**src/rtl/gltg_pkg.sv**
```systemverilog
// ----------------------------------------------------------------------------
// gltg_pkg
// shared constants, register map and tables of the gait leg trajectory generator
// ----------------------------------------------------------------------------
package gltg_pkg;

	localparam int TIME_BITS_DEF   = 32;
	localparam int TRIG_ITER_DEF   = 16;
	localparam int MAX_TIME_BITS   = 64;
	localparam int ADDR_W          = 5;
	localparam int DATA_W          = 32;
	localparam int ATAN_ENTRIES    = 24;

	// trig datapath, signed Q5.24 with headroom
	localparam int TW = 29;
	// serial multiplier accumulator and operand b
	localparam int AW = 45;
	localparam int BW = 17;

	localparam logic [15:0] TRACE_START_Q13 = 16'd7725;
	localparam logic [15:0] TRACE_SPAN_Q13  = 16'd10289;
	localparam logic [15:0] PI_Q13          = 16'd25736;
	localparam logic signed [16:0] LIFT_Z_Q88 = 17'sd2560;

	localparam logic signed [TW-1:0] PI_Q24      = 29'sd52707179;
	localparam logic signed [TW-1:0] HALF_PI_Q24 = 29'sd26353589;
	localparam logic signed [TW-1:0] TWO_PI_Q24  = 29'sd105414358;
	localparam logic signed [TW-1:0] GAIN_INV_Q24 = 29'sd10188014;
	localparam logic signed [TW-1:0] ONE_Q24     = 29'sd16777216;

	localparam logic [23:0] ATAN_Q24 [ATAN_ENTRIES] = '{
		24'd13176795, 24'd7778716, 24'd4110060, 24'd2086331,
		24'd1047214, 24'd524117, 24'd262123, 24'd131069,
		24'd65536, 24'd32768, 24'd16384, 24'd8192,
		24'd4096, 24'd2048, 24'd1024, 24'd512,
		24'd256, 24'd128, 24'd64, 24'd32,
		24'd16, 24'd8, 24'd4, 24'd2
	};

	typedef enum logic [2:0] {
		REG_PERIOD  = 3'd0,
		REG_PUSH    = 3'd1,
		REG_PUBLISH = 3'd2,
		REG_RADIUS  = 3'd3,
		REG_STEP    = 3'd4,
		REG_OFFSET  = 3'd5,
		REG_ANGLE   = 3'd6,
		REG_LEG     = 3'd7
	} reg_idx_t;

	localparam logic [15:0] RST_PERIOD  = 16'd10000;
	localparam logic [15:0] RST_PUSH    = 16'd39322;
	localparam logic [15:0] RST_PUBLISH = 16'd50;
	localparam logic [14:0] RST_RADIUS  = 15'd2560;
	localparam logic [14:0] RST_STEP    = 15'd3840;
	localparam logic [2:0]  RST_LEG     = 3'd1;

endpackage

```
**src/rtl/gltg_in_if.sv**
```systemverilog
// ----------------------------------------------------------------------------
// gltg_in_if
// time stamp channel, one millisecond stamp per beat
// ----------------------------------------------------------------------------
interface gltg_in_if;
	logic        valid;
	logic        ready;
	logic [31:0] now_ms;

	modport source (output valid, output now_ms, input ready);
	modport sink (input valid, input now_ms, output ready);
endinterface

```
**src/rtl/gltg_out_if.sv**
```systemverilog
// ----------------------------------------------------------------------------
// gltg_out_if
// goal point channel, one transformed tip point per beat
// ----------------------------------------------------------------------------
interface gltg_out_if;
	logic               valid;
	logic               ready;
	logic [2:0]         leg_id;
	logic signed [15:0] goal_x;
	logic signed [15:0] goal_y;
	logic signed [15:0] goal_z;
	logic               is_stepping;

	modport source (output valid, output leg_id, output goal_x, output goal_y, output goal_z,
		output is_stepping, input ready);
	modport sink (input valid, input leg_id, input goal_x, input goal_y, input goal_z,
		input is_stepping, output ready);
endinterface

```
**src/rtl/gait_leg_trajectory_generator.sv**
```systemverilog
// ----------------------------------------------------------------------------
// gait_leg_trajectory_generator
// per-leg walking gait tip point generator with apb register port
//
//   channel | dir | beat                        | handshake
//   stamp   | in  | now_ms                      | valid/ready
//   goal    | out | leg_id, goal_x/y/z, stepping| valid/ready
//   apb     | in  | register write / read       | psel/penable, pready high
//
// one stamp at a time; the rotation runs only when a point is published.
// the work runs through the bit-serial divider (one quotient bit a cycle),
// the shared cordic (one iteration a cycle) and the shift-add multiplier
// (one operand bit a cycle). an offset write in idle above the period runs
// a 20-step divide and a 17-step multiply before the next stamp is taken.
// a stalled goal beat holds only the final load; all work before it
// proceeds. async reset, no clear pass.
// ----------------------------------------------------------------------------
module gait_leg_trajectory_generator #(
	parameter int TIME_BITS       = gltg_pkg::TIME_BITS_DEF,
	parameter int TRIG_ITERATIONS = gltg_pkg::TRIG_ITER_DEF
) (
	input  logic                        clk,
	input  logic                        arst_n,
	gltg_in_if.sink                     stamp,
	gltg_out_if.source                  goal,
	input  logic                        psel,
	input  logic                        penable,
	input  logic                        pwrite,
	input  logic [gltg_pkg::ADDR_W-1:0] paddr,
	input  logic [gltg_pkg::DATA_W-1:0] pwdata,
	output logic [gltg_pkg::DATA_W-1:0] prdata,
	output logic                        pready
);
	import gltg_pkg::*;

	localparam int TB = TIME_BITS;
	localparam int NS = 34;

	typedef enum logic [NS-1:0] {
		ST_IDLE      = 34'b1 << 0,
		ST_OFF_MUL   = 34'b1 << 1,
		ST_OFF_SET   = 34'b1 << 2,
		ST_CUR       = 34'b1 << 3,
		ST_ELAP      = 34'b1 << 4,
		ST_MAG       = 34'b1 << 5,
		ST_CLS       = 34'b1 << 6,
		ST_QDONE     = 34'b1 << 7,
		ST_PHASE     = 34'b1 << 8,
		ST_PUSH_FRAC = 34'b1 << 9,
		ST_PUSH_ANG  = 34'b1 << 10,
		ST_PUSH_X    = 34'b1 << 11,
		ST_PUSH_Y    = 34'b1 << 12,
		ST_PUSH_Z    = 34'b1 << 13,
		ST_STEP_S0   = 34'b1 << 14,
		ST_STEP_TH   = 34'b1 << 15,
		ST_STEP_SOFT = 34'b1 << 16,
		ST_STEP_ANG  = 34'b1 << 17,
		ST_STEP_D    = 34'b1 << 18,
		ST_STEP_X    = 34'b1 << 19,
		ST_STEP_Y0   = 34'b1 << 20,
		ST_STEP_Y1   = 34'b1 << 21,
		ST_STEP_Z    = 34'b1 << 22,
		ST_STEP_ZD   = 34'b1 << 23,
		ST_PUB       = 34'b1 << 24,
		ST_ROT       = 34'b1 << 25,
		ST_ROT_X1    = 34'b1 << 26,
		ST_ROT_GX    = 34'b1 << 27,
		ST_ROT_Y1    = 34'b1 << 28,
		ST_ROT_GY    = 34'b1 << 29,
		ST_EMIT      = 34'b1 << 30,
		ST_DIV       = 34'b1 << 31,
		ST_MUL       = 34'b1 << 32,
		ST_TRIG      = 34'b1 << 33
	} st_t;

	function automatic logic signed [15:0] to_q88(input logic signed [AW-1:0] v);
		logic signed [AW:0] r;
		logic signed [21:0] h;
		r = (AW+1)'(v) + (AW+1)'(25'sd8388608);
		h = 22'(r >>> 24);
		if (h > 22'sd32767)
			return 16'sh7fff;
		else if (h < -22'sd32768)
			return 16'sh8000;
		else
			return 16'(h);
	endfunction

	function automatic logic [15:0] arc_angle(input logic [16:0] f);
		logic [31:0] p;
		p = 32'(f) * 32'(TRACE_SPAN_Q13) + 32'd32768;
		return TRACE_START_Q13 + p[31:16];
	endfunction

	function automatic logic [15:0] ease_angle(input logic [15:0] f);
		logic [31:0] p;
		p = 32'(f) * 32'(PI_Q13) + 32'd32768;
		return p[31:16];
	endfunction

	function automatic logic [16:0] soften(input logic signed [TW-1:0] c);
		logic signed [TW-1:0] cc;
		logic signed [TW-1:0] s;
		logic [19:0] sh;
		if (c > ONE_Q24)
			cc = ONE_Q24;
		else if (c < -ONE_Q24)
			cc = -ONE_Q24;
		else
			cc = c;
		s = cc + ONE_Q24 + 29'sd256;
		sh = 20'(s >>> 9);
		if (sh > 20'd65536)
			return 17'h10000;
		else
			return sh[16:0];
	endfunction

	// registers
	logic [15:0] period_q, push_q, publish_q, angle_q;
	logic [14:0] radius_q, lift_q;
	logic [17:0] offset_q;
	logic [2:0]  leg_q;

	logic [TB-1:0] cs_q, last_q, now_q, cur_q, mag_q;
	logic          neg_q, step_q;
	logic signed [15:0] bx_q, by_q, bz_q, gx_q, gy_q;
	logic [15:0] qv_q;
	logic [16:0] frac_q;
	logic signed [TW-1:0] s0_q, d_q;

	st_t st_q, st_d, ret_q, ret_d;
	logic [4:0] cnt_q, cnt_i;

	// divider
	logic [16:0] rem_q, dvs_q;
	logic [19:0] dvd_q, quo_q;
	logic        div_go;
	logic [16:0] rem_i, dvs_i;
	logic [19:0] dvd_i;
	logic [17:0] div_t;
	logic        div_ge;

	// multiplier
	logic signed [AW-1:0] ma_q, acc_q, m_add;
	logic [BW-1:0]        mb_q;
	logic                 mneg_q, mul_go, mul_clr, mul_neg, m_sub;
	logic signed [TW-1:0] ma_i;
	logic [BW-1:0]        mb_i;

	// cordic
	logic signed [TW-1:0] tx_q, ty_q, tz_q, cos_q, sin_q;
	logic                 flip_q, trig_go;
	logic [15:0]          trig_a;
	logic signed [TW-1:0] z0, z1, z2, dx, dy, xn, yn, zn, at;
	logic                 fl;
	logic [4:0]           tidx;

	logic        wr;
	reg_idx_t    idx;
	logic [15:0] per;
	logic [TB-1:0] per_t, off_t, now_t, pub_t, elap;
	logic        out_load;
	logic signed [16:0] gz_sum;
	logic signed [15:0] gz;

	assign wr    = psel && penable && pwrite;
	assign idx   = reg_idx_t'(paddr[ADDR_W-1:2]);
	assign pready = 1'b1;
	assign per   = (period_q == 16'd0) ? 16'd1 : period_q;
	assign per_t = TB'(MAX_TIME_BITS'(per));
	assign off_t = TB'(MAX_TIME_BITS'(offset_q));
	assign now_t = TB'(MAX_TIME_BITS'(stamp.now_ms));
	assign pub_t = TB'(MAX_TIME_BITS'(publish_q));
	assign elap  = TB'(cur_q - cs_q);

	assign stamp.ready = (st_q == ST_IDLE) && !wr;

	always_comb begin
		case (idx)
			REG_PERIOD:  prdata = DATA_W'(period_q);
			REG_PUSH:    prdata = DATA_W'(push_q);
			REG_PUBLISH: prdata = DATA_W'(publish_q);
			REG_RADIUS:  prdata = DATA_W'(radius_q);
			REG_STEP:    prdata = DATA_W'(lift_q);
			REG_OFFSET:  prdata = DATA_W'(offset_q);
			REG_ANGLE:   prdata = DATA_W'(angle_q);
			REG_LEG:     prdata = DATA_W'(leg_q);
			default:     prdata = '0;
		endcase
	end

	// divider step
	assign div_t  = {rem_q, dvd_q[19]};
	assign div_ge = div_t >= {1'b0, dvs_q};

	// multiplier step
	assign m_add = mb_q[0] ? ma_q : '0;
	assign m_sub = mneg_q ^ (cnt_q == 5'd0);

	// cordic setup and step
	always_comb begin
		z0 = {{2{trig_a[15]}}, trig_a, 11'b0};
		if (z0 > PI_Q24)
			z1 = z0 - TWO_PI_Q24;
		else if (z0 < -PI_Q24)
			z1 = z0 + TWO_PI_Q24;
		else
			z1 = z0;
		fl = 1'b0;
		if (z1 > HALF_PI_Q24) begin
			z2 = z1 - PI_Q24;
			fl = 1'b1;
		end else if (z1 < -HALF_PI_Q24) begin
			z2 = z1 + PI_Q24;
			fl = 1'b1;
		end else begin
			z2 = z1;
		end
	end

	assign tidx = 5'(TRIG_ITERATIONS - 1) - cnt_q;
	assign at   = TW'(ATAN_Q24[tidx]);
	assign dx   = ty_q >>> tidx;
	assign dy   = tx_q >>> tidx;
	assign xn   = (tz_q >= 0) ? tx_q - dx : tx_q + dx;
	assign yn   = (tz_q >= 0) ? ty_q + dy : ty_q - dy;
	assign zn   = (tz_q >= 0) ? tz_q - at : tz_q + at;

	assign gz_sum = 17'(bz_q) + LIFT_Z_Q88;
	assign gz     = (gz_sum > 17'sd32767) ? 16'sh7fff : 16'(gz_sum);
	assign out_load = (st_q == ST_EMIT) && (!goal.valid || goal.ready);

	always_comb begin
		st_d    = st_q;
		ret_d   = ret_q;
		cnt_i   = '0;
		div_go  = 1'b0;
		rem_i   = '0;
		dvd_i   = '0;
		dvs_i   = '0;
		mul_go  = 1'b0;
		mul_clr = 1'b0;
		mul_neg = 1'b0;
		ma_i    = '0;
		mb_i    = '0;
		trig_go = 1'b0;
		trig_a  = '0;
		case (st_q)
			ST_IDLE: begin
				if (wr && idx == REG_OFFSET && pwdata[17:0] > 18'(per)) begin
					div_go = 1'b1;
					dvd_i  = {1'b0, pwdata[17:0], 1'b0} + 20'(per);
					dvs_i  = {per, 1'b0};
					cnt_i  = 5'd19;
					ret_d  = ST_OFF_MUL;
					st_d   = ST_DIV;
				end else if (stamp.valid && stamp.ready) begin
					st_d = ST_CUR;
				end
			end
			ST_OFF_MUL: begin
				mul_go = 1'b1; mul_clr = 1'b1; mul_neg = 1'b1;
				ma_i = TW'(quo_q);
				mb_i = BW'(per);
				ret_d = ST_OFF_SET;
				st_d = ST_MUL;
			end
			ST_OFF_SET: st_d = ST_IDLE;
			ST_CUR: st_d = ST_ELAP;
			ST_ELAP: st_d = ST_MAG;
			ST_MAG: st_d = ST_CLS;
			ST_CLS: begin
				if (mag_q >= per_t) begin
					st_d = neg_q ? ST_PHASE : ST_PUB;
				end else begin
					div_go = 1'b1;
					rem_i = neg_q ? 17'(per - mag_q[15:0]) : 17'(mag_q[15:0]);
					dvs_i = 17'(per);
					cnt_i = 5'd15;
					ret_d = ST_QDONE;
					st_d = ST_DIV;
				end
			end
			ST_QDONE: st_d = ST_PHASE;
			ST_PHASE: begin
				if (qv_q == push_q) begin
					st_d = ST_PUSH_ANG;
				end else begin
					div_go = 1'b1;
					cnt_i = 5'd15;
					st_d = ST_DIV;
					if (qv_q < push_q) begin
						rem_i = 17'(qv_q);
						dvs_i = 17'(push_q);
						ret_d = ST_PUSH_FRAC;
					end else begin
						rem_i = 17'(qv_q - push_q);
						dvs_i = 17'h10000 - 17'(push_q);
						ret_d = ST_STEP_S0;
					end
				end
			end
			ST_PUSH_FRAC: st_d = ST_PUSH_ANG;
			ST_PUSH_ANG: begin
				trig_go = 1'b1;
				trig_a = arc_angle(frac_q);
				ret_d = ST_PUSH_X;
				st_d = ST_TRIG;
			end
			ST_PUSH_X, ST_STEP_X: begin
				mul_go = 1'b1; mul_clr = 1'b1;
				ma_i = cos_q;
				mb_i = BW'(radius_q);
				ret_d = (st_q == ST_PUSH_X) ? ST_PUSH_Y : ST_STEP_Y0;
				st_d = ST_MUL;
			end
			ST_PUSH_Y, ST_STEP_Y0: begin
				mul_go = 1'b1; mul_clr = 1'b1;
				ma_i = sin_q;
				mb_i = BW'(radius_q);
				ret_d = (st_q == ST_PUSH_Y) ? ST_PUSH_Z : ST_STEP_Y1;
				st_d = ST_MUL;
			end
			ST_PUSH_Z: st_d = ST_PUB;
			ST_STEP_S0: begin
				trig_go = 1'b1;
				trig_a = TRACE_START_Q13;
				ret_d = ST_STEP_TH;
				st_d = ST_TRIG;
			end
			ST_STEP_TH: begin
				trig_go = 1'b1;
				trig_a = ease_angle(frac_q[15:0]);
				ret_d = ST_STEP_SOFT;
				st_d = ST_TRIG;
			end
			ST_STEP_SOFT: st_d = ST_STEP_ANG;
			ST_STEP_ANG: begin
				trig_go = 1'b1;
				trig_a = arc_angle(frac_q);
				ret_d = ST_STEP_D;
				st_d = ST_TRIG;
			end
			ST_STEP_D: st_d = ST_STEP_X;
			ST_STEP_Y1: begin
				mul_go = 1'b1;
				ma_i = d_q;
				mb_i = BW'(lift_q);
				ret_d = ST_STEP_Z;
				st_d = ST_MUL;
			end
			ST_STEP_Z: begin
				mul_go = 1'b1; mul_clr = 1'b1; mul_neg = 1'b1;
				ma_i = d_q;
				mb_i = BW'(lift_q);
				ret_d = ST_STEP_ZD;
				st_d = ST_MUL;
			end
			ST_STEP_ZD: st_d = ST_PUB;
			ST_PUB: begin
				if (TB'(now_q - last_q) > pub_t) begin
					trig_go = 1'b1;
					trig_a = angle_q;
					ret_d = ST_ROT;
					st_d = ST_TRIG;
				end else begin
					st_d = ST_IDLE;
				end
			end
			ST_ROT: begin
				mul_go = 1'b1; mul_clr = 1'b1;
				ma_i = cos_q;
				mb_i = BW'(bx_q);
				ret_d = ST_ROT_X1;
				st_d = ST_MUL;
			end
			ST_ROT_X1: begin
				mul_go = 1'b1; mul_neg = 1'b1;
				ma_i = sin_q;
				mb_i = BW'(by_q);
				ret_d = ST_ROT_GX;
				st_d = ST_MUL;
			end
			ST_ROT_GX: begin
				mul_go = 1'b1; mul_clr = 1'b1;
				ma_i = sin_q;
				mb_i = BW'(bx_q);
				ret_d = ST_ROT_Y1;
				st_d = ST_MUL;
			end
			ST_ROT_Y1: begin
				mul_go = 1'b1;
				ma_i = cos_q;
				mb_i = BW'(by_q);
				ret_d = ST_ROT_GY;
				st_d = ST_MUL;
			end
			ST_ROT_GY: st_d = ST_EMIT;
			ST_EMIT: if (out_load) st_d = ST_IDLE;
			ST_DIV, ST_MUL, ST_TRIG: if (cnt_q == 5'd0) st_d = ret_q;
			default: st_d = ST_IDLE;
		endcase
		if (mul_go)
			cnt_i = 5'(BW - 1);
		if (trig_go)
			cnt_i = 5'(TRIG_ITERATIONS - 1);
	end

	// control and architectural state
	always_ff @(posedge clk or negedge arst_n) begin
		if (!arst_n) begin
			st_q      <= ST_IDLE;
			ret_q     <= ST_IDLE;
			cnt_q     <= '0;
			period_q  <= RST_PERIOD;
			push_q    <= RST_PUSH;
			publish_q <= RST_PUBLISH;
			radius_q  <= RST_RADIUS;
			lift_q    <= RST_STEP;
			offset_q  <= '0;
			angle_q   <= '0;
			leg_q     <= RST_LEG;
			cs_q      <= '0;
			last_q    <= '0;
			bx_q      <= '0;
			by_q      <= '0;
			bz_q      <= '0;
			goal.valid <= 1'b0;
		end else begin
			st_q  <= st_d;
			ret_q <= ret_d;
			if (div_go || mul_go || trig_go)
				cnt_q <= cnt_i;
			else if (cnt_q != 5'd0)
				cnt_q <= cnt_q - 5'd1;
			if (wr) begin
				case (idx)
					REG_PERIOD:  period_q  <= pwdata[15:0];
					REG_PUSH:    push_q    <= pwdata[15:0];
					REG_PUBLISH: publish_q <= pwdata[15:0];
					REG_RADIUS:  radius_q  <= pwdata[14:0];
					REG_STEP:    lift_q    <= pwdata[14:0];
					REG_OFFSET:  offset_q  <= pwdata[17:0];
					REG_ANGLE:   angle_q   <= pwdata[15:0];
					REG_LEG:     leg_q     <= pwdata[2:0];
					default: ;
				endcase
			end
			if (st_q == ST_IDLE && wr && idx == REG_OFFSET && !div_go)
				cs_q <= '0;
			if (st_q == ST_OFF_SET)
				cs_q <= TB'(MAX_TIME_BITS'(acc_q));
			if (st_q == ST_CLS && !neg_q && mag_q >= per_t)
				cs_q <= cur_q;
			if (st_q == ST_PUSH_Y || st_q == ST_STEP_Y0)
				bx_q <= to_q88(acc_q);
			if (st_q == ST_PUSH_Z || st_q == ST_STEP_Z)
				by_q <= to_q88(acc_q);
			if (st_q == ST_PUSH_Z)
				bz_q <= '0;
			if (st_q == ST_STEP_ZD)
				bz_q <= to_q88(acc_q);
			if (st_q == ST_PUB && trig_go)
				last_q <= now_q;
			if (out_load)
				goal.valid <= 1'b1;
			else if (goal.ready)
				goal.valid <= 1'b0;
		end
	end

	// datapath
	always_ff @(posedge clk) begin
		if (stamp.valid && stamp.ready)
			now_q <= now_t;
		if (st_q == ST_CUR)
			cur_q <= TB'(now_q - off_t);
		if (st_q == ST_ELAP) begin
			mag_q <= elap;
			neg_q <= elap[TB-1];
		end
		if (st_q == ST_MAG && neg_q)
			mag_q <= TB'(~mag_q + 1'b1);
		if (st_q == ST_CLS) begin
			step_q <= !neg_q;
			if (mag_q >= per_t)
				qv_q <= '0;
		end
		if (st_q == ST_QDONE)
			qv_q <= quo_q[15:0];
		if (st_q == ST_PHASE) begin
			step_q <= qv_q > push_q;
			if (qv_q == push_q)
				frac_q <= (push_q == 16'd0) ? 17'd0 : 17'h10000;
		end
		if (st_q == ST_PUSH_FRAC || st_q == ST_STEP_S0)
			frac_q <= quo_q[16:0];
		if (st_q == ST_STEP_TH)
			s0_q <= sin_q;
		if (st_q == ST_STEP_SOFT)
			frac_q <= soften(cos_q);
		if (st_q == ST_STEP_D)
			d_q <= sin_q - s0_q;
		if (st_q == ST_ROT_GX)
			gx_q <= to_q88(acc_q);
		if (st_q == ST_ROT_GY)
			gy_q <= to_q88(acc_q);

		if (div_go) begin
			rem_q <= rem_i;
			dvd_q <= dvd_i;
			dvs_q <= dvs_i;
			quo_q <= '0;
		end else if (st_q == ST_DIV) begin
			rem_q <= div_ge ? 17'(div_t - 18'(dvs_q)) : div_t[16:0];
			dvd_q <= {dvd_q[18:0], 1'b0};
			quo_q <= {quo_q[18:0], div_ge};
		end

		if (mul_go) begin
			ma_q   <= AW'(ma_i);
			mb_q   <= mb_i;
			mneg_q <= mul_neg;
			if (mul_clr)
				acc_q <= '0;
		end else if (st_q == ST_MUL) begin
			acc_q <= m_sub ? acc_q - m_add : acc_q + m_add;
			ma_q  <= ma_q <<< 1;
			mb_q  <= mb_q >> 1;
		end

		if (trig_go) begin
			tx_q   <= GAIN_INV_Q24;
			ty_q   <= '0;
			tz_q   <= z2;
			flip_q <= fl;
		end else if (st_q == ST_TRIG) begin
			tx_q <= xn;
			ty_q <= yn;
			tz_q <= zn;
			if (cnt_q == 5'd0) begin
				cos_q <= flip_q ? -xn : xn;
				sin_q <= flip_q ? -yn : yn;
			end
		end

		if (out_load) begin
			goal.leg_id      <= leg_q;
			goal.goal_x      <= gx_q;
			goal.goal_y      <= gy_q;
			goal.goal_z      <= gz;
			goal.is_stepping <= step_q;
		end
	end

	a_accept_starts: assert property (@(posedge clk) disable iff (!arst_n)
		stamp.valid && stamp.ready |=> st_q == ST_CUR)
		else $error("accepted stamp did not start work");
	a_beat_from_emit: assert property (@(posedge clk) disable iff (!arst_n)
		$rose(goal.valid) |-> $past(st_q == ST_EMIT))
		else $error("goal beat raised outside emit");
	a_trig_count: assert property (@(posedge clk) disable iff (!arst_n)
		st_q == ST_TRIG |-> cnt_q < 5'(TRIG_ITERATIONS))
		else $error("cordic count out of range");
	a_div_count: assert property (@(posedge clk) disable iff (!arst_n)
		st_q == ST_DIV |-> cnt_q < 5'd20)
		else $error("divider count out of range");
	a_no_accept_busy: assert property (@(posedge clk) disable iff (!arst_n)
		st_q != ST_IDLE |-> !stamp.ready)
		else $error("stamp taken while busy");

endmodule

```
**src/flat_wrapper.sv**
```systemverilog
// flat-port wrapper written by rule: the top's interface ports become plain ports
module gait_leg_trajectory_generator_flat import gltg_pkg::*;
#(
	parameter int TIME_BITS       = gltg_pkg::TIME_BITS_DEF,
	parameter int TRIG_ITERATIONS = gltg_pkg::TRIG_ITER_DEF
)
  (clk, arst_n, psel, penable, pwrite, paddr, pwdata, prdata, pready, stamp_valid, stamp_now_ms, stamp_ready, goal_valid, goal_leg_id, goal_goal_x, goal_goal_y, goal_goal_z, goal_is_stepping, goal_ready);
  gltg_in_if stamp_i ();
  gltg_out_if goal_i ();
  input  logic clk;
  input  logic arst_n;
  input  logic psel;
  input  logic penable;
  input  logic pwrite;
  input  logic [gltg_pkg::ADDR_W-1:0] paddr;
  input  logic [gltg_pkg::DATA_W-1:0] pwdata;
  output logic [gltg_pkg::DATA_W-1:0] prdata;
  output logic pready;
  input wire logic [$bits(stamp_i.valid)-1:0] stamp_valid;
  input wire logic [$bits(stamp_i.now_ms)-1:0] stamp_now_ms;
  output wire logic [$bits(stamp_i.ready)-1:0] stamp_ready;
  output wire logic [$bits(goal_i.valid)-1:0] goal_valid;
  output wire logic [$bits(goal_i.leg_id)-1:0] goal_leg_id;
  output wire logic [$bits(goal_i.goal_x)-1:0] goal_goal_x;
  output wire logic [$bits(goal_i.goal_y)-1:0] goal_goal_y;
  output wire logic [$bits(goal_i.goal_z)-1:0] goal_goal_z;
  output wire logic [$bits(goal_i.is_stepping)-1:0] goal_is_stepping;
  input wire logic [$bits(goal_i.ready)-1:0] goal_ready;
  assign stamp_i.valid = stamp_valid;
  assign stamp_i.now_ms = stamp_now_ms;
  assign stamp_ready = stamp_i.ready;
  assign goal_valid = goal_i.valid;
  assign goal_leg_id = goal_i.leg_id;
  assign goal_goal_x = goal_i.goal_x;
  assign goal_goal_y = goal_i.goal_y;
  assign goal_goal_z = goal_i.goal_z;
  assign goal_is_stepping = goal_i.is_stepping;
  assign goal_i.ready = goal_ready;
  gait_leg_trajectory_generator #(.TIME_BITS(TIME_BITS), .TRIG_ITERATIONS(TRIG_ITERATIONS)) u_core (.clk(clk), .arst_n(arst_n), .stamp(stamp_i), .goal(goal_i), .psel(psel), .penable(penable), .pwrite(pwrite), .paddr(paddr), .pwdata(pwdata), .prdata(prdata), .pready(pready));
endmodule
```
**config.mk**
```make
export PLATFORM = sky130hd
export DESIGN_NAME = gait_leg_trajectory_generator_flat
export DESIGN_NICKNAME = d
export VERILOG_FILES = /design/src/rtl/gltg_pkg.sv /design/src/rtl/gltg_in_if.sv /design/src/rtl/gltg_out_if.sv /design/src/rtl/gait_leg_trajectory_generator.sv /design/src/flat_wrapper.sv
export SDC_FILE = /design/constraint.sdc
export NUM_CORES = 2
export LEC_CHECK = 0
export BUFFER_PORTS_ARGS = -buffer_cell sky130_fd_sc_hd__buf_2
export CAP_MARGIN = 20
export CORE_UTILIZATION = 25
export CTS_BUF_LIST = sky130_fd_sc_hd__clkbuf_8
export DETAILED_ROUTE_END_ITERATION = 6
export SYNTH_ARGS = -nofsm -noshare
export SYNTH_HDL_FRONTEND = slang
export SYNTH_SLANG_ARGS = --single-unit
```
**constraint.sdc**
```tcl
create_clock -name clk -period 8.29 [get_ports clk]
set_input_delay 0.829 -clock clk [delete_from_list [all_inputs] [get_ports clk]]
set_output_delay 0.829 -clock clk [all_outputs]
set_load 0.05 [all_outputs]
```
==> flow_summary.toml <==
[outcome]
status = "finished, violations left"
violations = "design-rule violations, negative setup slack"

[critical_path]
cp_slowest_stage_delay_ns = 0.61
cp-start-kind = "register"
cp_data_required_time_ns = 9.08
reg2reg_depth = 34
worst_path_most_repeated_cell = "buf_4"
endpoint_kind = "register"
crit_type = "reg2reg"
crit_arrival_ns = 9.69
cp_max_fo = 6
cpMaxStageDelayCell = "fa_2"

[synthesis]
synth-edff-count = 523
synth.distinct_cells = 118
synth_flop_cell = "edfxtp_1"
synth_cells = 7594
synthDominantCellAreaShare_pct = 22.97
avgSynthCellArea_um2 = 9.003
yosysTopAreaCell = "edfxtp_1"
synth_warnings = 0
syn_area_um2 = 68370
synth-seq-cells = 889
postSynth.asyncResetShare_pct = 32.40
yosysSeqAreaShare_pct = 35.84
yosys-top-cells-area = "edfxtp_1 (23%), ha_1 (11%), dfrtp_1 (9.6%)"

[drt]
ant_nets = 0
first_pass_iters = 7
first_iter_violations = 4768
wirelength_um = 226900
num_vias = 58960
wl_per_cell_um = 18.97
avgViaCountPerCell = 4.930
drc = 1

[power]
power_density_nw_per_um2 = 288.2
switchingPower_uw = 10250
swShare_pct = 43.29
power.internal_uw = 13430
clkPwrFrac_pct = 19.2
p_leak_uw = 0.03522
seqPwrFrac_pct = 26.9
power_frac_comb_pct = 53.9
ir_worst_vdd_mv = 0.1935

[timing]
period_share_pct = 107.3
finClkSkew_ns = 0.08062
setup_viol = 30
relSlewSlack_pct = 25.73
setup_ws_ns = -0.6085
rsz0062_at_grt = "true"
report.final.slew_viol_count = 0
fin_crit_ns = 8.899
worst_pin_slew_ns = 1.102
max_freq_ghz = 0.1124
hold_viol_final = 0

[clocking]
cts_buffer_depth = 3
root_buffer = "clkbuf_8"
cts_tree = "built"
cts_sinks = 889
cts_made_buffers = 159
cts_max_level = 4
cts.reportedPaths.clkPinSlew_ns = 0.07
clock_latency_ns = 0.98

[grt]
grt_pass1_vias = 56230
antenna_found_initial = 16
grt_max_degree = 141
overflow = 0
grt_pass1_wl_um = 344400
track_usage_pct = 16.04

[die]
coreArea_um2 = 271500
die_x_um = 524.9
rows = 191
initial_core_util_pct = 25.18
die_area_um2 = 275600
ios = 163
die_h_um = 524.9

[finish]
seq_area_um2 = 24510
mostFrequentLayoutCell = "nand2_1"
utilization_pct = 30.28
fin_nets = 8991
final_cell_mix = "nand2_1 (949), buf_4 (636), inv_1 (610), ha_1 (577), nor2_1 (530)"
layout-drive-gt1-share_pct = 17.32
multi_input_area_um2 = 41610
area_growth_pct = 20.23
fillers = 28510

[worst_hold_path]
hold_path.class = "in2reg"
hold_depth = 1

[placed_design]
place.detailed.hpwl_um = 175500
pre_cts_slack_ns = -0.9624
gp_congestion = 0.9423
io_buffers = 131

[flow_run]
cap_violations = 0
per-stage QoR:
| step | area [µm²] | power (µW) | hold WS (ns) | std cells | TNS [ns] |
|---|---|---|---|---|---|
| 5_1_grt | 82190 | 25370 | 0.04284 | 11960 | -27.54 |
| 3_5_place_dp | 77120 | 18650 | 0.4045 | 11590 | -23.80 |
| 3_3_place_gp | 77120 | 18590 | 0.4013 | 11590 | -22.84 |
| 6_report | 82200 | 23690 | 0.09736 | 11960 | -14.18 |
| 2_1_floorplan | 68590 | 14580 | 0.4003 | 7607 | -8.535 |
| 4_1_cts | 81690 | 23530 | 0.003610 | 11940 | -12.37 |
kinds of logic after synthesis:
| group | count (synthesis) | share of synthesized area [%] |
|---|---|---|
| compound gates | 1875 | 18.12 |
| fa+ha+maj | 668 | 13.00 |
| flops | 889 | 35.84 |
| xor+xnor | 544 | 7.019 |
| buf+inv | 915 | 5.177 |
| mux | 226 | 3.887 |
| simple gates | 2475 | 16.94 |
| other cells | 2 | 0.01098 |
final timing paths:
kind	slack, ns	start	to
max	-0.61	u_core.frac_q[3]	u_core.tz_q[27]
max reg2reg	-0.61	u_core.frac_q[3]	u_core.tz_q[27]
min	0.1	stamp_now_ms[6]	u_core.now_q[6]
min in group asynchronous	0.68	arst_n	u_core.bz_q[0]
min reg2reg	0.41	u_core.gy_q[4]	u_core.goal.goal_y[4]
max in group asynchronous	6.10	arst_n	u_core.last_q[7]
power groups by stage:
stage	Combinational (µW)	Clock (µW)	Sequential [µW]
after CTS	12500	4660	6360
after floorplan	8550	0	6020
final	12800	4540	6380
after global routing	14100	4840	6420
after detailed placement	12200	0	6440
after global placement	12100	0	6440
cell usage after synthesis, types with 58 or more instances:
cell and instances:
a21boi_0 62, a21o_1 119, a21oi_1 411, a22oi_1 58, and2_1 66, clkbuf_1 260, dfrtp_1 263, dfxtp_1 78
edfxtp_1 523, fa_1 71, ha_1 596, inv_1 578, mux2_2 76, mux2i_1 126, nand2_1 959, nand2b_1 95
nand3_1 194, nand4_1 59, nor2_1 545, nor2b_1 68, nor3_1 138, o21a_1 72, o21ai_0 520, or3_1 79
xnor2_1 362, xor2_1 179
state kept, by name, summed over array words and instances (netlist names), 32 cells and up:
register       count
u_core.now_q      32
u_core.last_q     32
u_core.st_q       34
u_core.cur_q      32
u_core.ma_q       45
u_core.acc_q      45
u_core.mag_q      32
u_core.cs_q       32
area by class of cell:
type                       count  area share, %
tap                         3570          5.434
clock inverter               125          1.282
antenna                        5        0.01522
multi-input combinational   5803          50.62
sequential                   889          29.82
timing repair buffer         811          7.276
inverter                     584          2.670
clock buffer                 172          2.880
what timing repair did:
action	CTS	global route
buffers inserted	33	16
endpoints found under the setup margin	30	41
hold endpoints to repair	87	0
hold buffers	25	0
gates resized for setup	131	75
pin swaps	72	39
gates cloned	0	0
critical path: cells and delay by family, from the launching register on:
family,cells,cell delay (ns)
XOR/XNOR,1,0.14
AND/OR/NAND/NOR,3,0.68
flip-flops,1,0.46
buffers and inverters,8,0.98
adder cells (fa/ha/maj),7,2.68
AO/OA/AOI/OAI,15,3.78
metal layers:
layer	track usage [%]	up-vias	wire, µm
met5	0	-	81
met4	6.363	12	9270
met3	2.386	375	13130
met2	26.19	1746	103700
met1	21.15	28260	100700
li1	-	28570	-
(Power assumes the default switching activity.)
